### src/hw/rtl/mfep_pkg.sv
`timescale 1ns / 1ps

package mfep_pkg;

  localparam int PayloadHeadBytesDef = 5;
  localparam int DeltaMaxBytesDef    = 4;

  typedef enum logic [3:0] {
    PH_HEADER,
    PH_TRACK,
    PH_DELTA,
    PH_STATUS,
    PH_DATA1,
    PH_DATA2,
    PH_META_TYPE,
    PH_META_LEN,
    PH_META_PAY,
    PH_DONE,
    PH_HALT
  } phase_e;

  typedef enum logic [2:0] {
    KIND_HEADER      = 3'd0,
    KIND_TRACK_START = 3'd1,
    KIND_CHANNEL     = 3'd2,
    KIND_META        = 3'd3,
    KIND_END_TRACK   = 3'd4,
    KIND_ERROR       = 3'd5
  } kind_e;

  typedef enum logic [2:0] {
    ERR_NONE         = 3'd0,
    ERR_BAD_ID       = 3'd1,
    ERR_FMT_TRACKS   = 3'd2,
    ERR_UNKNOWN_META = 3'd3,
    ERR_SYSEX        = 3'd4,
    ERR_BAD_STATUS   = 3'd5,
    ERR_LONG_DELTA   = 3'd6
  } err_e;

  // "MThd"
  localparam logic [7:0] HDR_ID [4] = '{8'h4D, 8'h54, 8'h68, 8'h64};

  localparam logic [7:0] ST_META       = 8'hFF;
  localparam logic [7:0] ST_SYSEX      = 8'hF0;
  localparam logic [7:0] ST_SYSEX_ESC  = 8'hF7;
  localparam logic [7:0] VLQ_MASK      = 8'h7F;

  localparam logic [7:0] META_SEQ_NAME = 8'h03;
  localparam logic [7:0] META_DEV_NAME = 8'h09;
  localparam logic [7:0] META_EOT      = 8'h2F;
  localparam logic [7:0] META_TEMPO    = 8'h51;
  localparam logic [7:0] META_SMPTE    = 8'h54;
  localparam logic [7:0] META_TIME_SIG = 8'h58;
  localparam logic [7:0] META_KEY_SIG  = 8'h59;

  function automatic logic meta_known(input logic [7:0] t);
    return (t == META_SMPTE) || (t == META_TIME_SIG) || (t == META_KEY_SIG) ||
           (t == META_TEMPO) || (t == META_EOT) || (t == META_DEV_NAME) ||
           (t == META_SEQ_NAME);
  endfunction

endpackage

### src/hw/rtl/midi_file_event_parser.sv
`timescale 1ns / 1ps
// channel | handshake                    | payload
// --------+------------------------------+----------------------------------------
// in      | in_valid_i / in_stall_o      | data_byte_i, start_of_file_i
// out     | out_valid_o / out_stall_i    | record_kind_o .. error_code_o
//
// one byte per cycle sustained while the output is not stalled; a byte is taken into the
// input register and its record, if any, is registered into the output register when it is parsed
// the whole parse step is one state machine update between the two registers
// reset puts the parser at the first header byte with both registers empty
// an output stall holds the record and stalls input only once the input register is full
module midi_file_event_parser
  import mfep_pkg::*;
#(
  parameter int PAYLOAD_HEAD_BYTES = PayloadHeadBytesDef,
  parameter int DELTA_MAX_BYTES    = DeltaMaxBytesDef
) (
  input  logic        clk_i,
  input  logic        rst_ni,
  input  logic        in_valid_i,
  output logic        in_stall_o,
  input  logic [7:0]  data_byte_i,
  input  logic        start_of_file_i,
  output logic        out_valid_o,
  input  logic        out_stall_i,
  output logic [2:0]  record_kind_o,
  output logic [27:0] delta_time_o,
  output logic [7:0]  status_code_o,
  output logic [7:0]  data_first_o,
  output logic [7:0]  data_second_o,
  output logic [7:0]  meta_length_o,
  output logic [39:0] payload_head_o,
  output logic [31:0] chunk_length_o,
  output logic [15:0] file_format_o,
  output logic [15:0] track_count_o,
  output logic [15:0] tick_division_o,
  output logic [2:0]  error_code_o
);

  // input register
  logic       in_valid_q;
  logic [7:0] byte_q;
  logic       sof_q;

  // parse state
  phase_e      phase_q, phase_d;
  logic [7:0]  cnt_q, cnt_d;
  logic        id_ok_q, id_ok_d;
  logic [27:0] delta_q, delta_d;
  logic [7:0]  status_q, status_d;
  logic [7:0]  data1_q, data1_d;
  logic [7:0]  mlen_q, mlen_d;
  logic [39:0] pay_q, pay_d;
  logic [31:0] clen_q, clen_d;
  logic [47:0] hw_q, hw_d;
  logic [15:0] tleft_q, tleft_d;

  // output register
  logic        out_valid_q;
  kind_e       kind_q, kind_d;
  logic [27:0] o_delta_q, o_delta_d;
  logic [7:0]  o_status_q, o_status_d;
  logic [7:0]  o_data1_q, o_data1_d;
  logic [7:0]  o_data2_q, o_data2_d;
  logic [7:0]  o_mlen_q, o_mlen_d;
  logic [39:0] o_pay_q, o_pay_d;
  logic [31:0] o_clen_q, o_clen_d;
  logic [15:0] o_fmt_q, o_fmt_d;
  logic [15:0] o_ntrk_q, o_ntrk_d;
  logic [15:0] o_div_q, o_div_d;
  err_e        o_err_q, o_err_d;
  logic        emit;

  logic out_free;
  logic proc;
  logic in_accept;

  assign out_free   = !out_valid_q || !out_stall_i;
  assign proc       = in_valid_q && out_free;
  assign in_stall_o = in_valid_q && !out_free;
  assign in_accept  = in_valid_i && !in_stall_o;

  always_comb begin
    phase_e      ph;
    logic [7:0]  cnt;
    logic [7:0]  cnt_inc;
    logic [7:0]  b;
    logic [27:0] dl;
    logic [7:0]  st;
    logic [39:0] pay;
    logic [47:0] hw;
    logic [15:0] tl;
    logic        fin_meta;

    b = byte_q;
    // start of file restarts from the reset state before this byte is parsed
    ph      = sof_q ? PH_HEADER : phase_q;
    cnt     = sof_q ? 8'd0 : cnt_q;
    cnt_inc = cnt + 8'd1;
    dl      = sof_q ? 28'd0 : delta_q;
    st      = sof_q ? 8'd0 : status_q;
    pay     = sof_q ? 40'd0 : pay_q;
    hw      = sof_q ? 48'd0 : hw_q;
    tl      = sof_q ? 16'd0 : tleft_q;

    phase_d = ph;
    cnt_d   = cnt;
    id_ok_d = sof_q ? 1'b1 : id_ok_q;
    delta_d = dl;
    status_d = st;
    data1_d = sof_q ? 8'd0 : data1_q;
    mlen_d  = sof_q ? 8'd0 : mlen_q;
    pay_d   = pay;
    clen_d  = sof_q ? 32'd0 : clen_q;
    hw_d    = hw;
    tleft_d = tl;

    emit       = 1'b0;
    fin_meta   = 1'b0;
    kind_d     = KIND_HEADER;
    o_delta_d  = '0;
    o_status_d = '0;
    o_data1_d  = '0;
    o_data2_d  = '0;
    o_mlen_d   = '0;
    o_pay_d    = '0;
    o_clen_d   = '0;
    o_fmt_d    = '0;
    o_ntrk_d   = '0;
    o_div_d    = '0;
    o_err_d    = ERR_NONE;

    unique case (ph)
      PH_HEADER: begin
        if (cnt < 8'd4) begin
          if (b != HDR_ID[cnt[1:0]]) begin
            id_ok_d = 1'b0;
          end
        end else if (cnt >= 8'd8) begin
          hw_d = {hw[39:0], b};
        end
        if (cnt_inc < 8'd14) begin
          cnt_d = cnt_inc;
        end else begin
          emit     = 1'b1;
          kind_d   = KIND_HEADER;
          o_fmt_d  = hw_d[47:32];
          o_ntrk_d = hw_d[31:16];
          o_div_d  = hw_d[15:0];
          if (!id_ok_d) begin
            o_err_d = ERR_BAD_ID;
          end else if ((hw_d[47:32] == 16'd0 && hw_d[31:16] > 16'd1) ||
                       (hw_d[47:32] == 16'd1 && hw_d[31:16] < 16'd2)) begin
            o_err_d = ERR_FMT_TRACKS;
          end
          tleft_d = hw_d[31:16];
          cnt_d   = 8'd0;
          clen_d  = 32'd0;
          phase_d = (hw_d[31:16] != 16'd0) ? PH_TRACK : PH_DONE;
        end
      end
      PH_TRACK: begin
        if (cnt >= 8'd4) begin
          clen_d = {clen_q[23:0], b};
        end
        if (cnt_inc < 8'd8) begin
          cnt_d = cnt_inc;
        end else begin
          emit     = 1'b1;
          kind_d   = KIND_TRACK_START;
          o_clen_d = clen_d;
          phase_d  = PH_DELTA;
          cnt_d    = 8'd0;
          delta_d  = 28'd0;
        end
      end
      PH_DELTA: begin
        delta_d = {dl[20:0], b[6:0] & VLQ_MASK[6:0]};
        cnt_d   = cnt_inc;
        if (b[7]) begin
          if (cnt_inc >= 8'(DELTA_MAX_BYTES)) begin
            emit    = 1'b1;
            kind_d  = KIND_ERROR;
            o_err_d = ERR_LONG_DELTA;
            phase_d = PH_HALT;
          end
        end else begin
          phase_d = PH_STATUS;
        end
      end
      PH_STATUS: begin
        status_d = b;
        if (b == ST_META) begin
          phase_d = PH_META_TYPE;
        end else if (b == ST_SYSEX || b == ST_SYSEX_ESC) begin
          emit       = 1'b1;
          kind_d     = KIND_ERROR;
          o_delta_d  = dl;
          o_status_d = b;
          o_err_d    = ERR_SYSEX;
          phase_d    = PH_HALT;
        end else if (b[7:5] == 3'b100 || b[7:4] == 4'hB || b[7:4] == 4'hC) begin
          // note off/on, control change, program change
          phase_d = PH_DATA1;
        end else begin
          emit       = 1'b1;
          kind_d     = KIND_ERROR;
          o_delta_d  = dl;
          o_status_d = b;
          o_err_d    = ERR_BAD_STATUS;
          phase_d    = PH_HALT;
        end
      end
      PH_DATA1: begin
        data1_d = b;
        if (st[7:4] == 4'hC) begin
          emit       = 1'b1;
          kind_d     = KIND_CHANNEL;
          o_delta_d  = dl;
          o_status_d = st;
          o_data1_d  = b;
          phase_d    = PH_DELTA;
          cnt_d      = 8'd0;
          delta_d    = 28'd0;
        end else begin
          phase_d = PH_DATA2;
        end
      end
      PH_DATA2: begin
        emit       = 1'b1;
        kind_d     = KIND_CHANNEL;
        o_delta_d  = dl;
        o_status_d = st;
        o_data1_d  = data1_d;
        o_data2_d  = b;
        phase_d    = PH_DELTA;
        cnt_d      = 8'd0;
        delta_d    = 28'd0;
      end
      PH_META_TYPE: begin
        status_d = b;
        if (!meta_known(b)) begin
          emit       = 1'b1;
          kind_d     = KIND_ERROR;
          o_delta_d  = dl;
          o_status_d = b;
          o_err_d    = ERR_UNKNOWN_META;
          phase_d    = PH_HALT;
        end else begin
          phase_d = PH_META_LEN;
        end
      end
      PH_META_LEN: begin
        mlen_d = b;
        pay_d  = 40'd0;
        cnt_d  = 8'd0;
        if (b == 8'd0) begin
          fin_meta = 1'b1;
        end else begin
          phase_d = PH_META_PAY;
        end
      end
      PH_META_PAY: begin
        if (cnt < 8'(PAYLOAD_HEAD_BYTES)) begin
          pay_d = {pay[31:0], b};
        end
        cnt_d = cnt_inc;
        if (cnt_inc == mlen_d) begin
          fin_meta = 1'b1;
        end
      end
      PH_DONE, PH_HALT: begin
      end
      default: begin
      end
    endcase

    if (fin_meta) begin
      emit       = 1'b1;
      kind_d     = (st == META_EOT) ? KIND_END_TRACK : KIND_META;
      o_delta_d  = dl;
      o_status_d = st;
      o_mlen_d   = mlen_d;
      o_pay_d    = pay_d;
      if (st == META_EOT) begin
        tleft_d = tl - 16'd1;
        cnt_d   = 8'd0;
        clen_d  = 32'd0;
        phase_d = (tleft_d != 16'd0) ? PH_TRACK : PH_DONE;
      end else begin
        phase_d = PH_DELTA;
        cnt_d   = 8'd0;
        delta_d = 28'd0;
      end
    end
  end

  always_ff @(posedge clk_i or negedge rst_ni) begin
    if (!rst_ni) begin
      in_valid_q  <= 1'b0;
      out_valid_q <= 1'b0;
      phase_q     <= PH_HEADER;
      cnt_q       <= 8'd0;
      id_ok_q     <= 1'b1;
      delta_q     <= 28'd0;
      status_q    <= 8'd0;
      data1_q     <= 8'd0;
      mlen_q      <= 8'd0;
      pay_q       <= 40'd0;
      clen_q      <= 32'd0;
      hw_q        <= 48'd0;
      tleft_q     <= 16'd0;
    end else begin
      if (in_accept) begin
        in_valid_q <= 1'b1;
      end else if (proc) begin
        in_valid_q <= 1'b0;
      end
      if (out_free) begin
        out_valid_q <= proc && emit;
      end
      if (proc) begin
        phase_q  <= phase_d;
        cnt_q    <= cnt_d;
        id_ok_q  <= id_ok_d;
        delta_q  <= delta_d;
        status_q <= status_d;
        data1_q  <= data1_d;
        mlen_q   <= mlen_d;
        pay_q    <= pay_d;
        clen_q   <= clen_d;
        hw_q     <= hw_d;
        tleft_q  <= tleft_d;
      end
    end
  end

  always_ff @(posedge clk_i) begin
    if (in_accept) begin
      byte_q <= data_byte_i;
      sof_q  <= start_of_file_i;
    end
    if (proc && emit) begin
      kind_q     <= kind_d;
      o_delta_q  <= o_delta_d;
      o_status_q <= o_status_d;
      o_data1_q  <= o_data1_d;
      o_data2_q  <= o_data2_d;
      o_mlen_q   <= o_mlen_d;
      o_pay_q    <= o_pay_d;
      o_clen_q   <= o_clen_d;
      o_fmt_q    <= o_fmt_d;
      o_ntrk_q   <= o_ntrk_d;
      o_div_q    <= o_div_d;
      o_err_q    <= o_err_d;
    end
  end

  assign out_valid_o     = out_valid_q;
  assign record_kind_o   = kind_q;
  assign delta_time_o    = o_delta_q;
  assign status_code_o   = o_status_q;
  assign data_first_o    = o_data1_q;
  assign data_second_o   = o_data2_q;
  assign meta_length_o   = o_mlen_q;
  assign payload_head_o  = o_pay_q;
  assign chunk_length_o  = o_clen_q;
  assign file_format_o   = o_fmt_q;
  assign track_count_o   = o_ntrk_q;
  assign tick_division_o = o_div_q;
  assign error_code_o    = o_err_q;

endmodule
### config.mk
export PLATFORM = sky130hd
export DESIGN_NAME = midi_file_event_parser
export DESIGN_NICKNAME = d
export VERILOG_FILES = /design/src/hw/rtl/mfep_pkg.sv /design/src/hw/rtl/midi_file_event_parser.sv
export SDC_FILE = /design/constraint.sdc
export NUM_CORES = 1
export LEC_CHECK = 0
export ABC_AREA = 0
export BUFFER_PORTS_ARGS = -buffer_cell sky130_fd_sc_hd__clkbuf_2
export CAP_MARGIN = 15
export CORE_ASPECT_RATIO = 0.7
export CORE_MARGIN = 3
export CORE_UTILIZATION = 50
export DETAILED_ROUTE_END_ITERATION = 10
export PLACE_DENSITY_LB_ADDON = 0.2
export SYNTH_ARGS = -nofsm -noshare
export SYNTH_HDL_FRONTEND = slang
export SYNTH_SLANG_ARGS = --single-unit
### constraint.sdc
create_clock -name clk_i -period 15.1 [get_ports clk_i]
set_input_delay 1.51 -clock clk_i [delete_from_list [all_inputs] [get_ports clk_i]]
set_output_delay 1.51 -clock clk_i [all_outputs]
set_load 0.02 [all_outputs]
Word level (Yosys, flattened, before mapping)

Cells that the tools add are included.

Memories kept: 0
Bits in latches: 0
Bits in writable memories: 0
Bits in read-only memories: 0
Output and inout bits: 188
Word-level logic and storage cells: 213
Register bits: 398

Reduce and logical (&&, ||, !) cells: 32
Shift operators: 0
$lt $le $gt $ge: 10
Add/subtract/negate cells: 2
Eq/ne operators: 26
Multiply operators: 0
Div/mod/pow operators: 0
Multiplexer cells: 113
Bitwise operators: 3

Operators with widths:

| kind                                                             | count |
|---|---|
| 28-bit two-way mux                                               | 11 |
| 48-bit two-way mux                                               | 5 |
| 28-bit case mux with 4 select lines                              | 2 |
| 32-bit two-way mux                                               | 5 |
| 8-bit two-way mux                                                | 20 |
| 16-bit two-way mux                                               | 5 |
| 40-bit two-way mux                                               | 2 |
| 40-bit case mux with 2 select lines                              | 1 |
| 32-bit case mux with 2 select lines                              | 1 |
| 4-bit two-way mux                                                | 14 |
| 8-bit case mux with 5 select lines                               | 1 |
| 3-bit two-way mux                                                | 13 |
| 8-bit by 7-bit == test with 1-bit output, second input constant  | 4 |
| 4-bit case mux with 8 select lines                               | 1 |
| 8-bit case mux with 4 select lines                               | 1 |
| 16-bit nonzero test                                              | 2 |
| 8-bit == test, second input constant                             | 3 |
| 1-bit two-way mux                                                | 20 |
| 3-bit case mux with 6 select lines                               | 1 |
| 8-bit binary-select mux with 2-bit select                        | 1 |
| 16-bit by 1-bit == test with 1-bit output, second input constant | 1 |
| 4-bit by 3-bit == test with 1-bit output, second input constant  | 4 |
| 4-bit == test, second input constant                             | 4 |
| 8-bit by 6-bit == test with 1-bit output, second input constant  | 2 |
| other kinds (31)                                                 | 62 |

Longest topological paths before layout

Depth after elaboration: 12
Depth in mapped cells: 15

Worst setup path after synthesis

No wires, ideal clock.

Path type: reg-to-reg
Start: register sof_q
End: register o_clen_q[0], in the netlist chunk_length_o[0] (enable)
Data required time: 14.257 ns
Slack: 1.805 ns
Stages on the path, launching flop included: 14
Library setup time: 0.843 ns
Data arrival time: 12.451 ns
Path through: edfxtp_1 inv_2 clkbuf_1 nand2_1 inv_1 ha_1 buf_2 and3_4 xnor2_1 o221ai_2 or4_1 a31oi_2 and2b_1 a31oi_1

Cells in the longest elaborated chain, start to end: 8

Ends and longest elaborated chain:

| item                                                         | line                          | RTL |
|---|---|---|
| start: declaration                                           | midi_file_event_parser.sv:43  | `logic sof_q;` |
| start signal: assignment                                     | midi_file_event_parser.sv:341 | `sof_q <= start_of_file_i;` |
| 8-bit two-way mux                                            | midi_file_event_parser.sv:98  | `cnt = sof_q ? 8'd0 : cnt_q;` |
| 8-bit by 1-bit adder with 8-bit output                       | midi_file_event_parser.sv:99  | `cnt_inc = cnt + 8'd1;` |
| 8-bit by 3-bit greater-or-equal comparator with 1-bit output | midi_file_event_parser.sv:181 | `if (cnt_inc >= 8'(DELTA_MAX_BYTES)) begin` |
| 1-bit two-way mux                                            | midi_file_event_parser.sv:181 |  |
| 1-bit two-way mux                                            | midi_file_event_parser.sv:180 | `if (b[7]) begin` |
| 1-bit case mux with 7 select lines                           | midi_file_event_parser.sv:133 | `unique case (ph)` |
| 1-bit two-way mux *                                          | midi_file_event_parser.sv:278 | `if (fin_meta) begin` |
| 1-bit logical AND *                                          | midi_file_event_parser.sv:343 | `if (proc && emit) begin` |
| end signal: assignment                                       | midi_file_event_parser.sv:351 | `o_clen_q <= o_clen_d;` |
| end: declaration                                             | midi_file_event_parser.sv:67  | `logic [31:0] o_clen_q, o_clen_d;` |

Mark *: on every way between the ends. The rest lies on a longest branch, timed or not.
A chain may end at the register's enable or synchronous reset.

Worst setup path in the final report

Start: register sof_q
End: register o_delta_q[5], in the netlist delta_time_o[5] (enable)

Cells in the longest elaborated chain, start to end: 8

Ends and longest elaborated chain:

| item                                                         | line                          | RTL |
|---|---|---|
| 8-bit two-way mux                                            | midi_file_event_parser.sv:98  |  |
| 8-bit by 1-bit adder with 8-bit output                       | midi_file_event_parser.sv:99  |  |
| 8-bit by 3-bit greater-or-equal comparator with 1-bit output | midi_file_event_parser.sv:181 |  |
| 1-bit two-way mux                                            | midi_file_event_parser.sv:181 |  |
| 1-bit two-way mux                                            | midi_file_event_parser.sv:180 |  |
| 1-bit case mux with 7 select lines                           | midi_file_event_parser.sv:133 |  |
| 1-bit two-way mux *                                          | midi_file_event_parser.sv:278 |  |
| 1-bit logical AND *                                          | midi_file_event_parser.sv:343 |  |
| end signal: assignment                                       | midi_file_event_parser.sv:345 | `o_delta_q <= o_delta_d;` |
| end: declaration                                             | midi_file_event_parser.sv:61  | `logic [27:0] o_delta_q, o_delta_d;` |

Marks and branches as above.

==> run metrics <==
status completed; Worst Setup SP sof_q; layout cell share with drive strength beyond 1 19.2%; Total GRT Usage 25.7%; die area 0.0394 mm²; CP max FO 66; Hold Crit Start clen_q[27]; die width 236 µm; total CTS buffers 39; post-synth top area cell edfxtp_1; final net count 1829; fmax 184 MHz; critical setup path kind register to register; Util after Layout 58.5%; flops & latches, synth 398; Pins Over Slew Limit 0; peak supply drop 0.0000834 V; Synth top area share 31.6%; number of synthesized flops with an enable pin 195; DR DRC count 0; 1st-iter DRT viols 1814; syn avg cell area 11.1 µm²; final setup margin 9.68 ns; Clock Sinks 398; WP data arrival 5.60 ns; core area 0.0362 mm²; Setup TNS Final 0 ns; cts hold-fix bufs 0; RePlAce Congestion 0.912; Initial Util 51.1%; CTS Buffer Depth 3; setup violators final 0; Initial DRT Pass Iterations 5; Final min period 5.42 ns; synth cell count leaders nand2_1 (231), dfrtp_1 (202), edfxtp_1 (195); Post-CTS Setup Bufs 0; Pwr Density 146 mW/mm²; Area Overhead vs Synth 14.4%; clk root buf clkbuf_16; antenna cells 0; row cnt 58; Worst Hold Class register to register; clock latency on the worst-skew pair 0.55 ns; Ports 201; Synth Net Count 1689; drt wl/cell 22.0 µm; Final Cycle Share 35.9%; initial antenna violation count 1; predominant post-synthesis flop cell dfrtp_1; Hold Vio Cnt, Final 0; post-CTS sizing 0; Syn Inst Count 1669; final hold slack 0.486 ns; Routed WL 51.1 mm; DP Worst Slack 9.78 ns; worst r2r src sof_q; worst-margin pin slew 1.11 ns; RSZ-0062 raised after global routing false; Yosys cell types 99; vias in the first global route 13590; antenna viol nets, final 0; Vert. Die Dim 167 µm; Post-Syn Area 0.0185 mm²; CP required 15.28 ns; Setup crit end kind register; Slew HR 25.8%; H-tree depth 2; ranking of synthesized cells by area edfxtp_1 (32%), dfrtp_1 (27%), a22o_1 (4.8%); MaxCap Viol Count 0; total grt overflow 0; first-pass GRT wire length 81.1 mm; Port Buffers 200; Post-synth ARST share 51.0%; Worst setup SP type register; Synthesis Warnings 0; sequential cell area fraction in the yosys report 59.1%; most frequent cell after synthesis nand2_1; largest net degree at the start of global routing 78; worst clock skew 0.0237 ns; HPWL Detailed 33.4 mm; CTS tree built; Vias 14387; Avg Vias per Cell 6.20; leakage power 0.00824 µW; Clk pin slew, worst setup/hold paths 0.06 ns
[final timing paths]
path	endpoint	slack, ns	depth (start not counted)
min in group asynchronous	clen_q[17]	0.93	1
hold reg to reg	clen_q[27]	0.49	1
hold / removal	clen_q[27]	0.49	1
setup / recovery	delta_time_o[5]	9.68	14
max in group asynchronous	delta_q[17]	11.86	3
setup reg to reg	delta_time_o[5]	9.68	14
[metrics by stage]
stage / power (µW) / area, µm² / cells
floorplan: 1900 / 18500 / 1669
global route: 3230 / 21200 / 2319
CTS: 3100 / 21200 / 2318
global placement: 2090 / 19800 / 2247
detailed placement: 2100 / 19800 / 2247
finish: 3090 / 21200 / 2319
[logic make-up (layout without fill, tap and decap cells)]
| family | after synthesis | in the layout | synth area share, % |
|---|---|---|---|
| and+or+nand+nor | 582 | 582 | 15.5 |
| AOI/OAI and AO/OA | 499 | 499 | 19.7 |
| DFF | 398 | 398 | 59.1 |
| buffers and inverters | 149 | 319 | 3.40 |
| xor gates and xnor gates | 22 | 22 | 1.11 |
| muxes | 12 | 12 | 0.723 |
| adders and majority gates | 7 | 7 | 0.473 |
[final cells by class]
class,instances,area (µm²)
repair buffers,233,1260
flip-flops and latches,398,10900
inverters,15,56.3
clock inverters,27,309
clock buffers,44,1000
fillers,3029,15000
multi-input cells,1122,7000
well taps,480,601
[per-layer routing]
metal / part of all wire (%) / vias up / track usage (%)
li1: - / 6497 / -
met1: 48 / 7161 / 41.4
met2: 42 / 652 / 35.0
met3: 8.6 / 75 / 5.63
met4: 1.8 / 2 / 6.13
met5: 0.023 / - / 0
[registers in the layout, summed over array words and instances (netlist names), 16 cells and up]
name and flops:
delta_time_o 28, track_count_o 16, tleft_q 16, delta_q 28, tick_division_o 16, clen_q 32, pay_q 40, hw_q 48
payload_head_o 40, file_format_o 16, chunk_length_o 32
[power breakdown]
part           leakage, µW  internal, µW  total (µW)  switching, µW
Sequential         0.00463          1300        1430            132
Clock             0.000624           572         999            427
Combinational      0.00299           198         660            463
[cell usage in the layout (no fill, tap or decap), drive strengths merged, types with 13 or more instances in the layout]
cell,synthesis,layout
o21ai,80,80
clkinv,0,13
nor3,42,42
a21oi,101,101
a22o,101,101
and2,35,35
nor3b,29,29
nor2,111,111
nor4,16,16
edfxtp,195,195
buf,43,33
o2bb2ai,36,36
and3,14,14
a22oi,76,76
nand3,34,34
clkbuf,91,244
dfrtp,202,202
xnor2,16,16
nand2,231,231
inv,15,16
[critical path, cell delays in order, from the launching register on]
cell and delay (ns):
edfxtp_1 0.36, buf_4 0.26, inv_2 0.09, buf_4 0.39, nand2_1 0.22, inv_1 0.19, ha_1 0.40, and3_4 0.28
xnor2_1 0.26, mux2i_1 0.33, nand4_2 0.28, and3_1 0.36, a31oi_4 0.21, buf_4 0.61, buf_4 0.75
No activity file was read; power rests on OpenSTA's default activity.
